`config.mk`:
```
export PLATFORM = sky130hd
export DESIGN_NAME = tacho_speed_balancer_unit_flat
export DESIGN_NICKNAME = d
export VERILOG_FILES = /design/src/hdl/tsb_pkg.sv /design/src/hdl/tsb_if.sv /design/src/hdl/tsb_core.sv /design/src/hdl/tacho_speed_balancer_unit.sv /design/src/flat_wrapper.sv
export SDC_FILE = /design/constraint.sdc
export NUM_CORES = 1
export LEC_CHECK = 0
export BUFFER_PORTS_ARGS = -buffer_cell sky130_fd_sc_hd__buf_2
export CORE_ASPECT_RATIO = 0.75
export CORE_MARGIN = 2
export CORE_UTILIZATION = 66
export CTS_CLUSTER_DIAMETER = 120
export DETAILED_ROUTE_END_ITERATION = 8
export PLACE_DENSITY_LB_ADDON = 0.15
export SYNTH_ARGS = -nofsm -noshare
export SYNTH_HDL_FRONTEND = slang
export SYNTH_SLANG_ARGS = --single-unit
```
`constraint.sdc`:
```
create_clock -name clk -period 18.51 [get_ports clk]
set_input_delay 3.702 -clock clk [delete_from_list [all_inputs] [get_ports clk]]
set_output_delay 3.702 -clock clk [all_outputs]
set_load 0.01 [all_outputs]
```
`src/hdl/tsb_pkg.sv`:
```
// Package: shared types and constants for the tacho speed balancer.
`timescale 1ns / 1ps
`default_nettype none
package tsb_pkg;

  localparam int unsigned DATA_W = 16;
  localparam int unsigned CFG_IDX_W = 2;

  typedef enum logic [1:0] {
    OP_TICK  = 2'd0,
    OP_LEFT  = 2'd1,
    OP_RIGHT = 2'd2,
    OP_RSVD  = 2'd3
  } tsb_op_t;

  typedef enum logic [CFG_IDX_W-1:0] {
    CFG_WIDTH_MAX = 2'd0,
    CFG_WIDTH_MIN = 2'd1
  } tsb_cfg_idx_t;

  localparam logic [DATA_W-1:0] WIDTH_MAX_RESET = 16'h3000;
  localparam logic [DATA_W-1:0] WIDTH_MIN_RESET = 16'h1000;
  localparam logic [DATA_W-1:0] WIDTH_NOMINAL   = 16'h2000;

  typedef struct packed {
    logic [DATA_W-1:0] last_left_capture;
    logic [DATA_W-1:0] last_right_capture;
    logic [DATA_W-1:0] left_period;
    logic [DATA_W-1:0] right_period;
    logic [DATA_W-1:0] left_width;
    logic [DATA_W-1:0] right_width;
  } tsb_state_t;

  typedef struct packed {
    logic [DATA_W-1:0] width_max;
    logic [DATA_W-1:0] width_min;
  } tsb_cfg_t;

  typedef struct packed {
    logic [1:0]        opcode;
    logic [DATA_W-1:0] capture_time;
  } tsb_item_t;

endpackage
`default_nettype wire

```
`src/hdl/tsb_if.sv`:
```
// Interfaces: input, result and configuration channels of the balancer.
`timescale 1ns / 1ps
`default_nettype none
interface tsb_in_if;
  logic        valid;
  logic        ready;
  logic [1:0]  opcode;
  logic [15:0] capture_time;
  modport source (output valid, output opcode, output capture_time, input ready);
  modport sink   (input valid, input opcode, input capture_time, output ready);
endinterface

interface tsb_out_if;
  logic        valid;
  logic        ready;
  logic [15:0] left_width;
  logic [15:0] right_width;
  logic [15:0] left_period;
  logic [15:0] right_period;
  logic        widths_changed;
  modport source (output valid, output left_width, output right_width,
                  output left_period, output right_period,
                  output widths_changed, input ready);
  modport sink   (input valid, input left_width, input right_width,
                  input left_period, input right_period,
                  input widths_changed, output ready);
endinterface

interface tsb_cfg_if;
  logic        valid;
  logic        ready;
  logic [1:0]  index;
  logic [15:0] data;
  modport source (output valid, output index, output data, input ready);
  modport sink   (input valid, input index, input data, output ready);
endinterface
`default_nettype wire

```
`src/hdl/tsb_core.sv`:
```
// Core: next-state logic for one transaction (period capture and width balance).
`timescale 1ns / 1ps
`default_nettype none
module tsb_core #(
  parameter int unsigned DIVISOR = 1
) (
  input  wire tsb_pkg::tsb_item_t  item,
  input  wire tsb_pkg::tsb_state_t state,
  input  wire tsb_pkg::tsb_cfg_t   cfg,
  output tsb_pkg::tsb_state_t      state_nxt,
  output logic                     changed
);
  import tsb_pkg::*;

  // Exact reciprocal divide for 16-bit dividends: q = (d * M) >> (16 + L)
  localparam int unsigned SHIFT_L = $clog2(DIVISOR);
  localparam int unsigned SHIFT   = DATA_W + SHIFT_L;
  localparam longint unsigned RECIP =
    ((64'd1 << SHIFT) + longint'(DIVISOR) - 64'd1) / longint'(DIVISOR);
  localparam int unsigned RECIP_W = DATA_W + 1;
  localparam int unsigned PROD_W  = DATA_W + RECIP_W + SHIFT_L;

  tsb_op_t             op;
  logic                right_slower;
  logic                left_slower;
  logic [DATA_W-1:0]   diff;
  logic [RECIP_W-1:0]  recip;
  logic [PROD_W-1:0]   prod;
  logic [DATA_W-1:0]   corr;
  logic [DATA_W-1:0]   grow;
  logic [DATA_W-1:0]   shrink;
  logic [DATA_W:0]     sum;
  logic [DATA_W-1:0]   grow_nxt;
  logic [DATA_W-1:0]   shrink_nxt;

  assign op           = tsb_op_t'(item.opcode);
  assign right_slower = state.right_period > state.left_period;
  assign left_slower  = state.left_period > state.right_period;
  assign diff   = right_slower ? (state.right_period - state.left_period)
                               : (state.left_period - state.right_period);
  assign recip  = RECIP[RECIP_W-1:0];
  assign prod   = PROD_W'(diff) * PROD_W'(recip);
  assign corr   = prod[SHIFT +: DATA_W];
  assign grow   = right_slower ? state.left_width : state.right_width;
  assign shrink = right_slower ? state.right_width : state.left_width;
  assign sum    = {1'b0, grow} + {1'b0, corr};

  always_comb begin
    if (sum > {1'b0, cfg.width_max}) begin
      grow_nxt   = cfg.width_max;
      shrink_nxt = cfg.width_min;
    end else begin
      grow_nxt   = sum[DATA_W-1:0];
      shrink_nxt = (shrink >= corr) ? (shrink - corr) : '0;
    end
  end

  always_comb begin
    state_nxt = state;
    changed   = 1'b0;
    case (op)
      OP_LEFT: begin
        state_nxt.left_period       = item.capture_time - state.last_left_capture;
        state_nxt.last_left_capture = item.capture_time;
      end
      OP_RIGHT: begin
        state_nxt.right_period       = item.capture_time - state.last_right_capture;
        state_nxt.last_right_capture = item.capture_time;
      end
      OP_TICK: begin
        if (right_slower) begin
          state_nxt.left_width  = grow_nxt;
          state_nxt.right_width = shrink_nxt;
          changed               = 1'b1;
        end else if (left_slower) begin
          state_nxt.right_width = grow_nxt;
          state_nxt.left_width  = shrink_nxt;
          changed               = 1'b1;
        end
      end
      default: begin
        state_nxt = state;
      end
    endcase
  end

endmodule
`default_nettype wire

```
`src/hdl/tacho_speed_balancer_unit.sv`:
```
// Top level: tacho speed balancer with input, result and configuration channels.
//
// Usage:
//   in_if  : one transaction per event; opcode 0 is a PWM period tick,
//            1 a left tach edge, 2 a right tach edge (capture_time used on edges).
//   out_if : exactly one result per input transaction, in order, carrying both
//            pulse widths, both measured periods and widths_changed.
//   cfg_if : writes width_max (index 0) and width_min (index 1); always ready.
//            Write only while no transaction is in flight.
// Path: an accepted transaction passes the input register, then the result
//   register, before it shows at out_if. Throughput is one transaction per
//   cycle while out_if.ready is high; the divide by CORRECTION_DIVISOR is a
//   constant reciprocal multiply inside the single compute stage.
// Reset: rst_n low (synchronous) empties both registers, sets widths to 0x2000,
//   periods and captures to zero and the clamp registers to their defaults.
// Stall: while out_if.ready is low the result holds; one more transaction is
//   taken into the input register, then in_if.ready drops until the result
//   is taken.
`timescale 1ns / 1ps
`default_nettype none
module tacho_speed_balancer_unit #(
  parameter int unsigned CORRECTION_DIVISOR = 1
) (
  input  wire logic  clk,
  input  wire logic  rst_n,
  tsb_in_if.sink     in_if,
  tsb_out_if.source  out_if,
  tsb_cfg_if.sink    cfg_if
);
  import tsb_pkg::*;

  tsb_item_t  item_r;
  logic       item_valid_r;
  tsb_state_t state_r;
  tsb_state_t state_nxt;
  tsb_cfg_t   cfg_r;
  logic       changed;
  logic       out_valid_r;
  logic       out_changed_r;
  logic       advance;
  logic       in_fire;

  assign advance = item_valid_r && (!out_valid_r || out_if.ready);
  assign in_if.ready = !item_valid_r || advance;
  assign in_fire = in_if.valid && in_if.ready;
  assign cfg_if.ready = 1'b1;

  tsb_core #(
    .DIVISOR (CORRECTION_DIVISOR)
  ) u_core (
    .item      (item_r),
    .state     (state_r),
    .cfg       (cfg_r),
    .state_nxt (state_nxt),
    .changed   (changed)
  );

  always_ff @(posedge clk) begin
    if (!rst_n) begin
      cfg_r.width_max <= WIDTH_MAX_RESET;
      cfg_r.width_min <= WIDTH_MIN_RESET;
    end else if (cfg_if.valid) begin
      case (tsb_cfg_idx_t'(cfg_if.index))
        CFG_WIDTH_MAX: cfg_r.width_max <= cfg_if.data;
        CFG_WIDTH_MIN: cfg_r.width_min <= cfg_if.data;
        default: ;
      endcase
    end
  end

  always_ff @(posedge clk) begin
    if (!rst_n) begin
      item_valid_r <= 1'b0;
    end else if (in_if.ready) begin
      item_valid_r <= in_fire;
    end
  end

  always_ff @(posedge clk) begin
    if (in_fire) begin
      item_r.opcode       <= in_if.opcode;
      item_r.capture_time <= in_if.capture_time;
    end
  end

  always_ff @(posedge clk) begin
    if (!rst_n) begin
      state_r.last_left_capture  <= '0;
      state_r.last_right_capture <= '0;
      state_r.left_period        <= '0;
      state_r.right_period       <= '0;
      state_r.left_width         <= WIDTH_NOMINAL;
      state_r.right_width        <= WIDTH_NOMINAL;
    end else if (advance) begin
      state_r <= state_nxt;
    end
  end

  always_ff @(posedge clk) begin
    if (!rst_n) begin
      out_valid_r <= 1'b0;
    end else if (advance) begin
      out_valid_r <= 1'b1;
    end else if (out_if.ready) begin
      out_valid_r <= 1'b0;
    end
  end

  always_ff @(posedge clk) begin
    if (advance) begin
      out_changed_r <= changed;
    end
  end

  // Result fields mirror the committed state; it only moves with advance.
  assign out_if.valid          = out_valid_r;
  assign out_if.left_width     = state_r.left_width;
  assign out_if.right_width    = state_r.right_width;
  assign out_if.left_period    = state_r.left_period;
  assign out_if.right_period   = state_r.right_period;
  assign out_if.widths_changed = out_changed_r;

endmodule
`default_nettype wire

```
`src/flat_wrapper.sv`:
```
// flat-port wrapper written by rule: the top's interface ports become plain ports
module tacho_speed_balancer_unit_flat import tsb_pkg::*;
#(
  parameter int unsigned CORRECTION_DIVISOR = 1
)
  (clk, rst_n, in_if_valid, in_if_opcode, in_if_capture_time, in_if_ready, out_if_valid, out_if_left_width, out_if_right_width, out_if_left_period, out_if_right_period, out_if_widths_changed, out_if_ready, cfg_if_valid, cfg_if_index, cfg_if_data, cfg_if_ready);
  tsb_in_if in_if_i ();
  tsb_out_if out_if_i ();
  tsb_cfg_if cfg_if_i ();
  input  wire logic clk;
  input  wire logic rst_n;
  input wire logic [$bits(in_if_i.valid)-1:0] in_if_valid;
  input wire logic [$bits(in_if_i.opcode)-1:0] in_if_opcode;
  input wire logic [$bits(in_if_i.capture_time)-1:0] in_if_capture_time;
  output wire logic [$bits(in_if_i.ready)-1:0] in_if_ready;
  output wire logic [$bits(out_if_i.valid)-1:0] out_if_valid;
  output wire logic [$bits(out_if_i.left_width)-1:0] out_if_left_width;
  output wire logic [$bits(out_if_i.right_width)-1:0] out_if_right_width;
  output wire logic [$bits(out_if_i.left_period)-1:0] out_if_left_period;
  output wire logic [$bits(out_if_i.right_period)-1:0] out_if_right_period;
  output wire logic [$bits(out_if_i.widths_changed)-1:0] out_if_widths_changed;
  input wire logic [$bits(out_if_i.ready)-1:0] out_if_ready;
  input wire logic [$bits(cfg_if_i.valid)-1:0] cfg_if_valid;
  input wire logic [$bits(cfg_if_i.index)-1:0] cfg_if_index;
  input wire logic [$bits(cfg_if_i.data)-1:0] cfg_if_data;
  output wire logic [$bits(cfg_if_i.ready)-1:0] cfg_if_ready;
  assign in_if_i.valid = in_if_valid;
  assign in_if_i.opcode = in_if_opcode;
  assign in_if_i.capture_time = in_if_capture_time;
  assign in_if_ready = in_if_i.ready;
  assign out_if_valid = out_if_i.valid;
  assign out_if_left_width = out_if_i.left_width;
  assign out_if_right_width = out_if_i.right_width;
  assign out_if_left_period = out_if_i.left_period;
  assign out_if_right_period = out_if_i.right_period;
  assign out_if_widths_changed = out_if_i.widths_changed;
  assign out_if_i.ready = out_if_ready;
  assign cfg_if_i.valid = cfg_if_valid;
  assign cfg_if_i.index = cfg_if_index;
  assign cfg_if_i.data = cfg_if_data;
  assign cfg_if_ready = cfg_if_i.ready;
  tacho_speed_balancer_unit #(.CORRECTION_DIVISOR(CORRECTION_DIVISOR)) u_core (.clk(clk), .rst_n(rst_n), .in_if(in_if_i), .out_if(out_if_i), .cfg_if(cfg_if_i));
endmodule
```
### Word level (Yosys, flattened, before mapping)

Cells that the tools add are included.

* register bits after elaboration: 149
* latch bits: 0
* memory bits (writable): 0
* bits in read-only memories: 0
* input port bits: 41
* output and inout port bits: 68
* word-level logic and storage cells: 53
* memories: 0

* add/subtract/negate cells: 6
* $mul: 0
* divide/modulo/power cells: 0
* magnitude comparators: 4
* equal/unequal tests: 3
* shift operators: 0
* muxes and demuxes: 12
* bitwise gates (word level): 0
* reductions and logical operators: 15

Operators with widths (count)
* 2-to-1 mux 16 bit: 6
* subtractor 16 bit: 5
* 2-to-1 mux 32 bit: 2
* > comparator 16 bit: 2
* adder 16 x 16 -> 17 bit: 1
* > comparator 17 x 16 -> 1 bit: 1
* greater-or-equal comparator 16 bit: 1
* AND reduction 2 bit: 4
* == test 2 x 1 -> 1 bit, second input constant: 2
* logical NOT 2 bit: 2
* 2-to-1 mux 1 bit: 4
* nonzero test 2 bit: 2
* AND reduction 3 bit: 1
* == test 2 bit, second input constant: 1
* logical AND 1 bit: 2
* logical NOT 1 bit: 2
* logical OR 1 bit: 2

### Depth between registers and ports, before layout

* depth after elaboration: 7
* mapped depth: 39
* gate-level depth less buffers: 35

### Cells and area by module

A second synthesis with hierarchy kept.

* cells, all modules: 1730
* area total of the unflattened synthesis: 12978.7 um^2

By module, submodules not included
* tsb_core: instances 1, cells each 1094, area an instance 6905.4 um^2, sequential area each 0.0 um^2
* tacho_speed_balancer_unit: instances 1, cells each 636, area an instance 6073.3 um^2, sequential area each 3173.0 um^2

### Worst setup path after synthesis

OpenSTA, ideal clock, no wires.

* kind: input to output
* start point: input out_if_ready
* end point: output in_if_ready
* data arrival time: 4.016 ns
* data required time: 14.808 ns
* path slack: 10.792 ns
* stages: 2
* path buffers: 0
* cells stage by stage: nor2b_1 nand2_1

* word-level cells in the longest chain between the ends: 3

RTL lines
* start, declared: line flat_wrapper.sv:22 `input wire logic [$bits(out_if_i.ready)-1:0] out_if_ready;`
* logical OR 1 bit: line tacho_speed_balancer_unit.sv:43 `assign advance = item_valid_r && (!out_valid_r || out_if.ready);`
* logical AND 1 bit: line tacho_speed_balancer_unit.sv:43
* logical OR 1 bit: line tacho_speed_balancer_unit.sv:44 `assign in_if.ready = !item_valid_r || advance;`
* end, declared: line flat_wrapper.sv:15 `output wire logic [$bits(in_if_i.ready)-1:0] in_if_ready;`

Every way passes these cells.

### Worst setup path in the final report

* start point: register u_core.out_if.right_period[0] (netlist name)
* end point: register u_core.out_if.left_width[15] (netlist name)

* word-level cells in the longest chain between the ends: 7
* elaborated cells between the ends (all ways): 18
* classes of those cells: add/sub (4); order compare (4); mux (8); reduce/logical (2)

RTL lines
* subtractor 16 bit (tied with other cells): line tsb_core.sv:40 `: (state.left_period - state.right_period);`
* 2-to-1 mux 16 bit (on tied branches): line tsb_core.sv:39, tsb_core.sv:44, tsb_core.sv:45
* adder 16 x 16 -> 17 bit (tied with other cells): line tsb_core.sv:46 `assign sum = {1'b0, grow} + {1'b0, corr};`
* > comparator 17 x 16 -> 1 bit or 2-to-1 mux 16 bit (tied branches): line tsb_core.sv:49, tsb_core.sv:54
* 2-to-1 mux 16 bit: line tsb_core.sv:49 `if (sum > {1'b0, cfg.width_max}) begin`
* 2-to-1 mux 32 bit: line tsb_core.sv:75 `end else if (left_slower) begin`
* 2-to-1 mux 32 bit: line tsb_core.sv:71 `if (right_slower) begin`

Parallel ways exist; a longest one is shown, timed or not. The select of a mux whose other input is x is not followed.
A chain may end at the register's enable or synchronous reset.

==> impl_metrics.py <==
metrics = {
    "sta": {
        "worst_pin_slew_ns": 1.11,
        "fmax_mhz": 121,
        "period_share": 0.446,
        "timing_hold_violations_final": 0,
        "max-slew-margin-rel": 0.257,
        "rsz0062_at_grt": "no",
        "fin_crit_ns": 8.25,
        "finalSetupViolCount": 0,
        "slew_violations": 0,
        "clock-skew-final_ns": 0.0112,
        "finalSetupTns_ns": 0,
        "hold_ws_ns": 0.457,
    },
    "clock_tree": {
        "cts_root_buf": "clkbuf_16",
        "ctsHoldBuffers": 0,
        "post_cts_buffers": 0,
        "cts_resized": 0,
        "cts_buffers": 17,
        "cts.reportedPaths.clkPinSlew_ns": 0.07,
        "h-tree-depth": 4,
        "cts.sinks": 149,
        "clk_path_buf_depth": 2,
        "cts_tree": "built",
        "clk_latency_ns": 0.44,
    },
    "grt": {
        "grt_pass1_vias": 9518,
        "gr-total-overflow": 0,
        "grt_usage": 0.318,
        "grt_pass1_wl_mm": 47.7,
        "grt_max_degree": 75,
        "antenna_found_initial": 0,
    },
    "synthesis": {
        "synthTopCellsByCount": "314 x nand2_1, 168 x a21oi_1, 130 x dfxtp_1",
        "synth_nets": 1675,
        "synth-edff-count": 19,
        "yosysTopAreaCellShare": 0.224,
        "yosysWarnings": 0,
        "yosysTopAreaCell": "dfxtp_1",
        "yosysMostFrequentCell": "nand2_1",
        "syn_inst": 1522,
        "ys_seq_area_frac": 0.274,
        "postSynthAreaPerCell_sq_um": 7.62,
        "ys_ff_latch": 149,
        "synth_flop_cell": "dfxtp_1",
        "async_flop_share": 0,
        "syn_area_sq_mm": 0.0116,
        "synth_area_leaders": "dfxtp_1 22%, ha_1 11%, nand2_1 10%",
        "synth_cell_type_count": 83,
    },
    "critical_path": {
        "path_buf_inv": 3,
        "reg2reg_depth": 32,
        "start_kind": "register",
        "critical_path.top_delay_family": "compound AO/OA/AOI/OAI gates",
        "crit_cells": 32,
        "cpMaxStageDelayCell": "and2_1",
        "critPathArrivalTime_ns": 8.58,
        "slowest_delay_ns": 0.88,
        "crit_fanout": 63,
        "cp.required_ns": 18.83,
        "criticalPathCategory": "reg -> reg",
        "end_kind": "register",
    },
    "floorplan": {
        "die_width_microns": 157,
        "dieArea_sq_mm": 0.0187,
        "core_area_sq_mm": 0.0170,
        "initial_core_util": 0.681,
        "ios": 109,
        "rows": 41,
        "die_h_microns": 119,
    },
    "drt": {
        "viasPerCell": 5.91,
        "avgRoutedWirePerCell_microns": 16.5,
        "drc": 0,
        "antenna_left": 0,
        "vias": 10400,
        "drtPass1Iterations": 7,
        "finalWirelength_mm": 29.1,
        "drtIter0Drc": 994,
    },
    "worst_hold_path": {
        "hold_depth": 2,
        "hold_class": "reg -> reg",
    },
    "power": {
        "power_leakage_uw": 0.00522,
        "totalPowerFinal_uw": 1450,
        "peakVddDrop_uv": 91.6,
        "p_per_area_mw_per_mm2": 118,
    },
    "layout": {
        "nets": 1667,
        "fin_util": 0.718,
        "layout-drive-gt1-share": 0.122,
        "num_antenna_cells": 0,
        "area_growth_pct": 5.36,
        "fill_cells": 1390,
    },
    "status": {
        "status": "complete, no violations",
    },
    "placement": {
        "numPortBuffers": 107,
        "dp.final_hpwl_mm": 21.4,
        "gp_congestion": 0.963,
    },
    "flow_run": {
        "drv_cap": 0,
    },
}
==> state kept, by name, indices dropped and copies added (netlist names), 16 cells and up <==
name and flops:
u_core.cfg_r 32, u_core.state_r 32, u_core.item_r 18, u_core.out_if.left_period 16, u_core.out_if.left_width 16, u_core.out_if.right_period 16, u_core.out_if.right_width 16
==> report_power, final <==
| group | switching [uW] | total (uW) | internal, uW |
|---|---|---|---|
| clock network | 154 | 329 | 175 |
| logic | 483 | 768 | 285 |
| registers | 11.0 | 350 | 339 |
==> path summary, 6_finish.rpt <==
kind / end / slack [ns] / start
max: u_core.out_if.left_width[15] / 10.26 / u_core.out_if.right_period[0]
min: u_core.state_r[90] / 0.46 / u_core.state_r[90]
max reg2reg: u_core.out_if.left_width[15] / 10.26 / u_core.out_if.right_period[0]
min reg2reg: u_core.state_r[90] / 0.46 / u_core.state_r[90]
==> stage by stage <==
| step | instance area (sq um) | setup WS, ns | cells |
|---|---|---|---|
| detailed placement | 11700 | 10.48 | 1731 |
| global route | 12200 | 9.68 | 1763 |
| global placement | 11700 | 10.57 | 1731 |
| CTS | 12200 | 10.44 | 1763 |
| finish | 12200 | 10.26 | 1763 |
| floorplan | 11600 | 10.79 | 1522 |
==> final cells by class <==
class                      instances  area, sq um  share of cell area
inverter                         112          420              0.0344
clock inverter                    15          123              0.0100
clock buffer                      17          425              0.0348
timing repair buffer             115          596              0.0487
tap                              236          295              0.0242
multi-input combinational       1119         7190               0.588
sequential                       149         3170               0.260
==> metal layers <==
layer / share of wire / vias up / GRT usage
met4: 0.012 / 0 / 0.0807
met2: 0.45 / 391 / 0.500
met3: 0.071 / 32 / 0.0590
li1: - / 5114 / -
met5: 0 / - / 0
met1: 0.47 / 4878 / 0.449
==> worst reg2reg max path, delay by kind of cell, from the launching register on <==
kind,cells,cell delay (ns)
flops,1,0.38
buf+inv,3,0.81
fa+ha+maj,4,0.95
compound gates,14,2.91
simple gates,8,2.24
mux,1,0.43
xor+xnor,2,0.41
==> cell usage in the layout, fill, tap and decap left out, drive strengths merged, types with 7 or more instances in the layout <==
cell type	synthesis	final
clkbuf	52	17
buf	90	115
ha	106	106
mux2	10	10
o21bai	8	8
edfxtp	19	19
a21o	40	40
xnor2	38	38
o31ai	15	15
nand2b	12	12
nor3	21	21
a211oi	8	8
nor2b	22	22
nand3	42	42
nand4	10	10
a31oi	12	12
mux2i	24	24
nand2	314	314
maj3	7	7
a21oi	170	170
o21ai	60	60
nor2	66	66
inv	112	118
nand3b	11	11
dfxtp	130	130
xor2	26	26
==> logic make-up after synthesis <==
family,after synthesis,synth area share
flops,149,0.274
xor+xnor,64,0.0483
compound gates,365,0.196
simple gates,536,0.210
mux,34,0.0332
buf+inv,254,0.108
fa+ha+maj,119,0.131
other cells,1,0.000323
No activity file was read; power rests on OpenSTA's default activity.
